--- config.mk ---
export PLATFORM = sky130hd
export DESIGN_NAME = apc_div
export DESIGN_NICKNAME = d
export VERILOG_FILES = /design/src/hw/rtl/apc_pkg.sv /design/src/hw/rtl/apc_div.sv
export SDC_FILE = /design/constraint.sdc
export NUM_CORES = 1
export LEC_CHECK = 0
export ABC_CLOCK_PERIOD_IN_PS = 11650
export BUFFER_PORTS_ARGS = -buffer_cell sky130_fd_sc_hd__buf_4
export CAP_MARGIN = 20
export CORE_ASPECT_RATIO = 1.2
export CORE_MARGIN = 5
export CORE_UTILIZATION = 46
export DETAILED_ROUTE_END_ITERATION = 8
export PLACE_DENSITY_LB_ADDON = 0.1
export SLEW_MARGIN = 10
export SYNTH_ARGS = -nofsm -noshare
export SYNTH_HDL_FRONTEND = slang
export SYNTH_SLANG_ARGS = --single-unit
--- constraint.sdc ---
create_clock -name clk -period 11.65 [get_ports clk]
set_clock_uncertainty 0.1 [all_clocks]
set_input_delay 2.9125 -clock clk [delete_from_list [all_inputs] [get_ports clk]]
set_output_delay 2.9125 -clock clk [all_outputs]
set_load 0.02 [all_outputs]
--- src/hw/rtl/apc_pkg.sv ---
package apc_pkg;

  localparam int unsigned WORD_W = 64;
  localparam int unsigned RATE_W = 20;
  localparam int unsigned LIMIT_W = 32;
  localparam int unsigned UND_W = 32;
  localparam int unsigned IN_DATA_W = 192;
  localparam int unsigned OUT_DATA_W = 232;

  localparam logic [16:0] PTS_HZ = 17'd90000;
  localparam logic [19:0] US_PER_SEC = 20'd1000000;
  localparam logic [19:0] RATE_RESET = 20'd48000;

  typedef enum logic [2:0] {
    MODE_CLOSED   = 3'd0,
    MODE_PREBUF   = 3'd1,
    MODE_PLAYING  = 3'd2,
    MODE_PAUSED   = 3'd3,
    MODE_DRAINING = 3'd4,
    MODE_STOPPED  = 3'd5
  } mode_t;

  typedef enum logic [3:0] {
    OP_QUEUE    = 4'd0,
    OP_PLAY     = 4'd1,
    OP_PAUSE    = 4'd2,
    OP_RESUME   = 4'd3,
    OP_DRAIN    = 4'd4,
    OP_COMPLETE = 4'd5,
    OP_START    = 4'd6,
    OP_UPDATE   = 4'd7,
    OP_UNDERRUN = 4'd8,
    OP_RETRACT  = 4'd9,
    OP_STOP     = 4'd10,
    OP_CLOSE    = 4'd11,
    OP_PREPARE  = 4'd12,
    OP_QUERY    = 4'd13
  } op_t;

  localparam logic REG_RATE = 1'b0;
  localparam logic REG_LIMIT = 1'b1;

  typedef struct packed {
    logic              start;
    logic [WORD_W-1:0] num;
    logic [WORD_W-1:0] den;
  } div_req_t;

  typedef struct packed {
    logic              done;
    logic [WORD_W-1:0] quo;
    logic [WORD_W-1:0] rem;
  } div_rsp_t;

endpackage

--- src/hw/rtl/apc_div.sv ---
module apc_div (
  input  logic              clk,
  input  logic              rst,
  input  apc_pkg::div_req_t req,
  output apc_pkg::div_rsp_t rsp
);

  logic                         busy;
  logic                         done;
  logic [5:0]                   cnt;
  logic [apc_pkg::WORD_W-1:0]   num;
  logic [apc_pkg::WORD_W-1:0]   den;
  logic [apc_pkg::WORD_W-1:0]   rem;
  logic [apc_pkg::WORD_W:0]     rem_sh;
  logic                         fits;

  assign rem_sh = {rem, num[apc_pkg::WORD_W-1]};
  assign fits = rem_sh >= {1'b0, den};

  always_ff @(posedge clk) begin
    if (rst) begin
      busy <= 1'b0;
      done <= 1'b0;
      cnt <= '0;
    end else begin
      done <= !req.start && busy && cnt == 6'd63;
      if (req.start) begin
        busy <= 1'b1;
        cnt <= '0;
        num <= req.num;
        den <= req.den;
        rem <= '0;
      end else if (busy) begin
        rem <= fits ? rem_sh[apc_pkg::WORD_W-1:0] - den : rem_sh[apc_pkg::WORD_W-1:0];
        num <= {num[apc_pkg::WORD_W-2:0], fits};
        cnt <= cnt + 6'd1;
        if (cnt == 6'd63) begin
          busy <= 1'b0;
        end
      end
    end
  end

  assign rsp.done = done;
  assign rsp.quo = num;
  assign rsp.rem = rem;

endmodule

* After elaboration in Yosys (flattened, before gate mapping)
Cells that the tools add are included.
W data, S select, Z words.
** Storage, ports and cells
- Logic and storage cells :: 25
- Output and inout port bits :: 129
- Input port bits :: 131
- Register bits after elaboration :: 200
** Operators by class
- Mux-type cells :: 7
- Order comparisons :: 1
- Bitwise gates (word level) :: 1
- $add $sub $neg :: 2
- Equality and inequality tests :: 1
- Reduce and logical (&&, ||, !) cells :: 7
** Operators by type and width (count)
- $mux W64 :: 4
- $ge A65 B64 Y1 :: 1
- $sub A64 B64 Y64 :: 1
- $add A6 B1 Y6 const B :: 1
- $eq A6 B6 Y1 const B :: 1
- $reduce_and A2 Y1 :: 2
- $mux W1 :: 3
- $logic_and A1 B1 Y1 :: 2
- $reduce_bool A2 Y1 :: 1
- $reduce_or A2 Y1 :: 1
- $logic_not A1 Y1 :: 1
- $not A1 Y1 :: 1

* Depth between registers and ports, before layout
Gate-level depths: netlist of run 1.
- Word-level depth :: 4
- Gate-level depth with buffers :: 14
- Mapped depth without buffers :: 13

* Worst setup path before layout of run 1
Ideal clock, no wire load.
- Path kind :: in2reg
- From :: input port req[128] (netlist bit)
- To :: register busy
- Required time :: 11469 ps
- Slack :: 2221 ps
- Buffers on the path :: 2
- Arrival :: 9248 ps
- Setup time :: 81 ps
- Stages :: 5
- Cells stage by stage :: clkbuf_1 -> buf_6 -> nor2_1 -> nor2_1 -> o31a_1
** Between the ends
- Cells in the longest elaborated chain, start to end :: 1
** Ends and longest elaborated chain
- from (decl) :: line apc_div.sv:4 : input apc_pkg::div_req_t req,
- $mux W1 :: line apc_div.sv:27 : if (req.start) begin
- to (signal assigned) :: line apc_div.sv:22 : busy <= 1'b0;
- to (signal assigned) :: line apc_div.sv:28 : busy <= 1'b1;
- to (signal assigned) :: line apc_div.sv:38 : busy <= 1'b0;
- to (decl) :: line apc_div.sv:8 : logic busy;
No other way between the ends.
A chain may end at the register's enable or synchronous reset.

* Worst setup path in the final report of run 1
- From :: input port req[128] (netlist bit)
- To :: register num[6] (netlist bit) (data pin)
** Between the ends
- Cells in the longest elaborated chain, start to end :: 1
** Ends and longest elaborated chain
- $mux W64 :: line apc_div.sv:27
- to (signal assigned) :: line apc_div.sv:30 : num <= req.num;
- to (signal assigned) :: line apc_div.sv:35 : num <= {num[apc_pkg::WORD_W-2:0], fits};
- to (decl) :: line apc_div.sv:11 : logic [apc_pkg::WORD_W-1:0] num;
No other way between the ends.

==> metrics.txt, run 1 <==
HPWL after detailed placement around 24 mm; critical path required time approximately 12 ns; CTS tree done; Netlist cell types 75; slowest CP cell buf_4; commonest non-fill, non-tap cell in the layout buf_4; RePlAce Congestion 0.842; post-route ant nets 0; Final nets about 1,600; clock buffer depth 2; Slew Viols, Final 0; Power Total 2.24 mW; Crit path largest cell delay ~0.86 ns; CP endpoint kind flop; maxcap violations 0; final core utilization between 50 and 60%; PnR worst setup slack 6.90 ns; initial drt markers ~520; asr flop ratio synth 0%; Hold Vio Cnt, Final 0; total track usage between 20% and 30%; Syn Std Cell Area roughly 12,000 sq um; pin slew with the least headroom to its limit 1.03 ns; status finished clean; delay-heaviest family, CP buffers and inverters; CTS H-tree lvls 4; RSZ-0062 raised after global routing false; final WL roughly 33 mm; maximum clock rate roughly 210 MHz; Synth Instances approximately 1,200; Cell Chain, Critical Path buf_4, buf_4, mux2_2; setup TNS 0 ns; final worst path period need between 4 and 5 ns; layout cells sized above 1 27.5%; Die H 188 microns; Critical Path AT slightly below 5 ns; DRC 0; I/O Pins 260; most frequent CP cell buf_4; row cnt 65; synthesis-to-layout area growth 21.3%; EDFF count, synth between 150 and 200; crit path launch type input port; CP bufs+invs 2; CTS buffer count 17; initial antenna violation count 0; Worst-Skew Late Latency 0.45 ns; net count after synthesis about 1,400; Clock transition at path regs about 0.08 ns; via count 9,581; Pre-Repair DR Iteration Count 6; crit-path max FO 80; fin crit share approximately two fifths; relative slew slack a little under a third; Yosys warning total 0; kind of critical path input port to flop; largest net degree at the start of global routing between 80 and 90; DIE AREA around 30,000 sq um; vias per cell 5.54; Post-CTS Setup Inserts 0; VDD IR max around 0.084 mV; first-pass GRT wire length around 53 mm; sequential cell area fraction in the yosys report 48.5%; Root Buffer Master clkbuf_16; final setup vio count 0; Final Cell Area 14,800 sq um; Most used DFF post-synth edfxtp_1; hold crit path type flop to flop; post_cts resized 0; commonest non-fill, non-tap cells in the layout 264 x buf_4, 192 x edfxtp_1, 127 x nand2_1; n_diodes 0; FF+latch count, synth 200; clock sinks 200; I/O Buffers about 260; DP Area 14,200 sq um; WL/cell between 15 and 20 microns; hold buffers post-CTS 0; Starting Density between 40% and 50%; Core ar. between 20,000 and 30,000 sq um; total gr overflow 0; Synth Area per Inst 10.5 sq um; PwrDens between 150 and 200 nW/um^2; pre-CTS setup slack roughly 6.4 ns; vias in the first global route 10,100; die width around 160 microns; Pleak ~6 nW; Fillers about 2,400
[final timing paths]
| kind | from | to | slack (ns) | cells after the start |
|---|---|---|---|---|
| min reg2reg | cnt[5]$_SDFFE_PP0P_ | done$_SDFF_PP0_ | 0.39 | 2 |
| max | req[128] | num[6]$_DFFE_PP_ | 6.90 | 3 |
| max reg2reg | rem[33]$_SDFFCE_PP0P_ | rem[55]$_SDFFCE_PP0P_ | 7.43 | 10 |
| min | cnt[5]$_SDFFE_PP0P_ | done$_SDFF_PP0_ | 0.39 | 2 |
[cells in the mapped netlist (4+ instances only)]
cell type	instances	area, sq um
a211oi_1	16	120
a21o_1	30	225
a21oi_1	118	591
a31oi_1	7	43.8
and2_1	6	37.5
buf_2	15	75.1
buf_4	12	90.1
buf_6	10	113
clkbuf_1	24	90.1
dfxtp_1	8	160
edfxtp_1	192	5770
ha_1	65	813
inv_1	80	300
mux2_2	64	721
nand2_1	127	477
nand2b_1	15	93.8
nand3_1	20	100
nand4_1	29	181
nor2_1	70	263
nor2b_1	13	81.3
nor3_1	13	65.1
nor4_1	6	37.5
o21a_1	14	105
o21ai_0	41	205
o21ai_1	12	60.1
o21bai_1	8	60.1
o22ai_1	8	50.1
o31a_1	4	35.0
or3_1	13	81.3
xnor2_1	34	298
xor2_1	22	193
[layout make-up]
type | instances | area [sq um] | share of cell area (%)
sequential | 200 | 5930 | 40.0
multi-input combinational | 818 | 5620 | 37.9
clock buffer | 17 | 425 | 2.87
tap | 335 | 419 | 2.83
clock inverter | 15 | 145 | 0.979
inverter | 80 | 300 | 2.03
timing repair buffer | 264 | 1980 | 13.4
[stage by stage]
stage / instances / hold WS, ns
after detailed placement: 1697 / 0.383
final: 1729 / 0.389
after global routing: 1729 / 0.441
after global placement: 1697 / 0.379
after CTS: 1729 / 0.396
after floorplan: 1163 / 0.358
[per-layer routing]
metal  vias up  share of wire, %  GRT usage [%]
met1      4580                41           25.4
li1       4676                 -              -
met2       296                50           37.6
met5         -                 0              0
met3        29               8.0           7.70
met4         0               1.4           5.10
[state kept, by name, indices dropped and copies added, names as in the netlist]
register	flops
rem	64
done	1
busy	1
num	64
den	64
cnt	6
[worst min-delay path: cells and delay by family (launching register included)]
kind / cells / cell delay (ns)
AND/OR/NAND/NOR: 2 / 0.13
flip-flops: 1 / 0.32
[cell families after synthesis]
family	synth area share, %
flops	48.5
simple gates	13.0
compound gates	16.1
buf+inv	5.64
xor+xnor	4.02
mux	5.98
fa+ha+maj	6.82
[where the power goes]
group | switching, mW | internal [mW] | leakage (nW)
sequential | 0.0417 | 0.871 | 1.90
clock | 0.290 | 0.300 | 0.280
combinational | 0.445 | 0.296 | 3.92
Power figures use the tool's default switching activity.
==> run 2: changes to the inputs <==
- ABC_CLOCK_PERIOD_IN_PS: 11650 -> 4100
- clock period: 11.65 -> 4.1 ns (I/O delays scaled with it)
==> run 2 against run 1 <==
  * Sequential power rose to 2.8 times the previous value
  * Die area did not move
  * Critical path depth rose by 9
  * Final cell count rose by 0.58%
  * Register-to-register slack got worse by 7.1 ns
  * Largest power group unchanged
  * Critical path type is now flop to flop
  * Global-route usage rose by 0.10 points
==> metrics.txt, run 2 (same netlist as run 1, synthesis figures left out) <==
status finished clean; n_diodes 0 (unchanged); synthesis-to-layout area growth 22.2%; kind of critical path flop to flop; total track usage 21.6% (+0.10 points); HPWL after detailed placement 25.0 mm (+2.7%); I/O Pins 260 (unchanged); met3 routed WL 2.54 mm (-3.5%); Final nets 1,588 (+0.63%); VDD IR max 0.236 mV (+180%); relative slew slack 43.0% (+11 points); RSZ-0062 raised after global routing false; layout cells sized above 1 27.9% (+0.45 points); vias per cell 5.47 (-1.4%); Fillers 2,340 (-0.43%); Critical Path AT 3.97 ns (-0.88 ns); Root Buffer Master clkbuf_16; CP endpoint kind flop; Pre-Repair DR Iteration Count 5 (-1); crit-path max FO 18 (-78%); fin crit share 92.2%; Post-CTS Setup Inserts 0 (unchanged); total gr overflow 0 (unchanged); multi-input logic area 5620 sq um (unchanged); PwrDens 434 nW/um^2 (+190%); maximum clock rate between 200 and 300 MHz; CTS H-tree lvls 4 (unchanged); Worst-Skew Late Latency 0.45 ns (about the same); dpl cells 1,707 (+0.59%); final WL 33.0 mm (+0.44%); critical path required time 4.29 ns (-7.46 ns); Hold Vio Cnt, Final 0 (unchanged); row cnt 65 (unchanged); RePlAce Congestion 0.854 (+1.5%); vias in the first global route 9,950 (-1.3%); Pleak 6.17 nW (+1.1%); hold buffers post-CTS 0 (unchanged); Largest regs den x64, num x64, rem x64; I/O Buffers 259 (unchanged); WL/cell 19.0 microns (-0.13%); Layout Cells excl Fill 1,739 (+0.58%); Die H 188 microns (unchanged); FF+latch area 5930 sq um (unchanged); initial drt markers 506 (-2.3%); Slew Viols, Final 0 (unchanged); Clock transition at path regs 0.08 ns (about the same); DRC 0 (unchanged); hold crit path type flop to flop; clock buffer depth 2 (unchanged); first-pass GRT wire length 52.8 mm (+0.25%); Starting Density 46.5% (unchanged); Core ar. 26,300 sq um (unchanged); commonest non-fill, non-tap cell in the layout buf_4; max layer used met4; maxcap violations 0 (unchanged); DIE AREA 29,900 sq um (unchanged); final worst path period need around 3.8 ns; pin slew with the least headroom to its limit 0.855 ns (-0.172 ns); commonest non-fill, non-tap cells in the layout 273 x buf_4, 192 x edfxtp_1, 127 x nand2_1; initial antenna violation count 0 (unchanged); largest net degree at the start of global routing 68 (-24%); post_cts resized 0 (unchanged); via count 9,506 (-0.78%); die width 159 microns (unchanged); setup TNS 0 ns (unchanged); final setup vio count 0 (unchanged); CTS tree done; Metal-1 WL 13.4 mm (+0.37%); CTS buffer count 17 (unchanged); clock sinks 200 (unchanged); met2 WL 16.3 mm (about the same); post-route ant nets 0 (unchanged); crit path launch type flop
-- run 2: changes by cell type in the layout (fill, tap and decap cells not counted) --
| cell | before | now |
|---|---|---|
| clkinv_4 | 3 | 4 |
| clkinvlp_4 | 1 | 0 |
| bufinv_16 | 1 | 2 |
| or2_2 | 3 | 2 |
| buf_12 | 0 | 1 |
| buf_4 | 264 | 273 |
| or2_1 | 2 | 3 |
| inv_6 | 4 | 3 |
-- run 2: layout make-up --
cell class,instances,share of cell area (%)
Sequential cell,200,39.7
Clock inverter,15,1.12
Tap cell,335,2.81
Inverter,80,2.01
Multi-Input combinational cell,818,37.6
Timing Repair Buffer,274,13.9
Clock buffer,17,2.85
-- run 2: final timing paths --
check | slack (ns) | depth (start not counted) | startpoint | to
max | 0.32 | 12 | rem[37]$_SDFFCE_PP0P_ | rem[3]$_SDFFCE_PP0P_
max reg2reg | 0.32 | 12 | rem[37]$_SDFFCE_PP0P_ | rem[3]$_SDFFCE_PP0P_
min | 0.40 | 2 | cnt[5]$_SDFFE_PP0P_ | done$_SDFF_PP0_
min reg2reg | 0.40 | 2 | cnt[5]$_SDFFE_PP0P_ | done$_SDFF_PP0_
-- run 2: layer usage --
metal,GRT usage [%],vias to the layer above
met5,0,-
met4,6.26,0
met3,7.18,34
met2,37.0,274
met1,26.0,4499
li1,-,4699
-- run 2: worst max-delay path: stages (launching register included) --
cell	delay, ns
edfxtp_1	0.44
ha_1	0.43
and3_1	0.27
and2_1	0.19
a221oi_1	0.33
o21ai_1	0.15
a32o_1	0.23
nor3_1	0.42
or2_1	0.35
buf_4	0.24
buf_4	0.25
nand2_1	0.08
a21oi_1	0.12
-- run 2: stage by stage --
stage	setup WS [ns]	area, sq um	total power, mW	hold WS (ns)	utilization (%)
finish	0.321	14900	6.48	0.396	56.8
global route	0.00451	14900	6.84	0.436	56.8
CTS	0.319	14900	6.53	0.402	56.8
detailed placement	0.354	14300	4.78	0.393	54.6
global placement	0.355	14300	4.76	0.374	54.6
floorplan	0.211	12200	4.14	0.358	-
-- run 2: power breakdown --
| part | internal (mW) | switching, mW | total [mW] |
|---|---|---|---|
| Clock | 0.914 | 0.835 | 1.75 |
| Sequential | 2.47 | 0.109 | 2.58 |
| Combinational | 0.865 | 1.28 | 2.15 |
| Total | 4.25 | 2.23 | 6.48 |
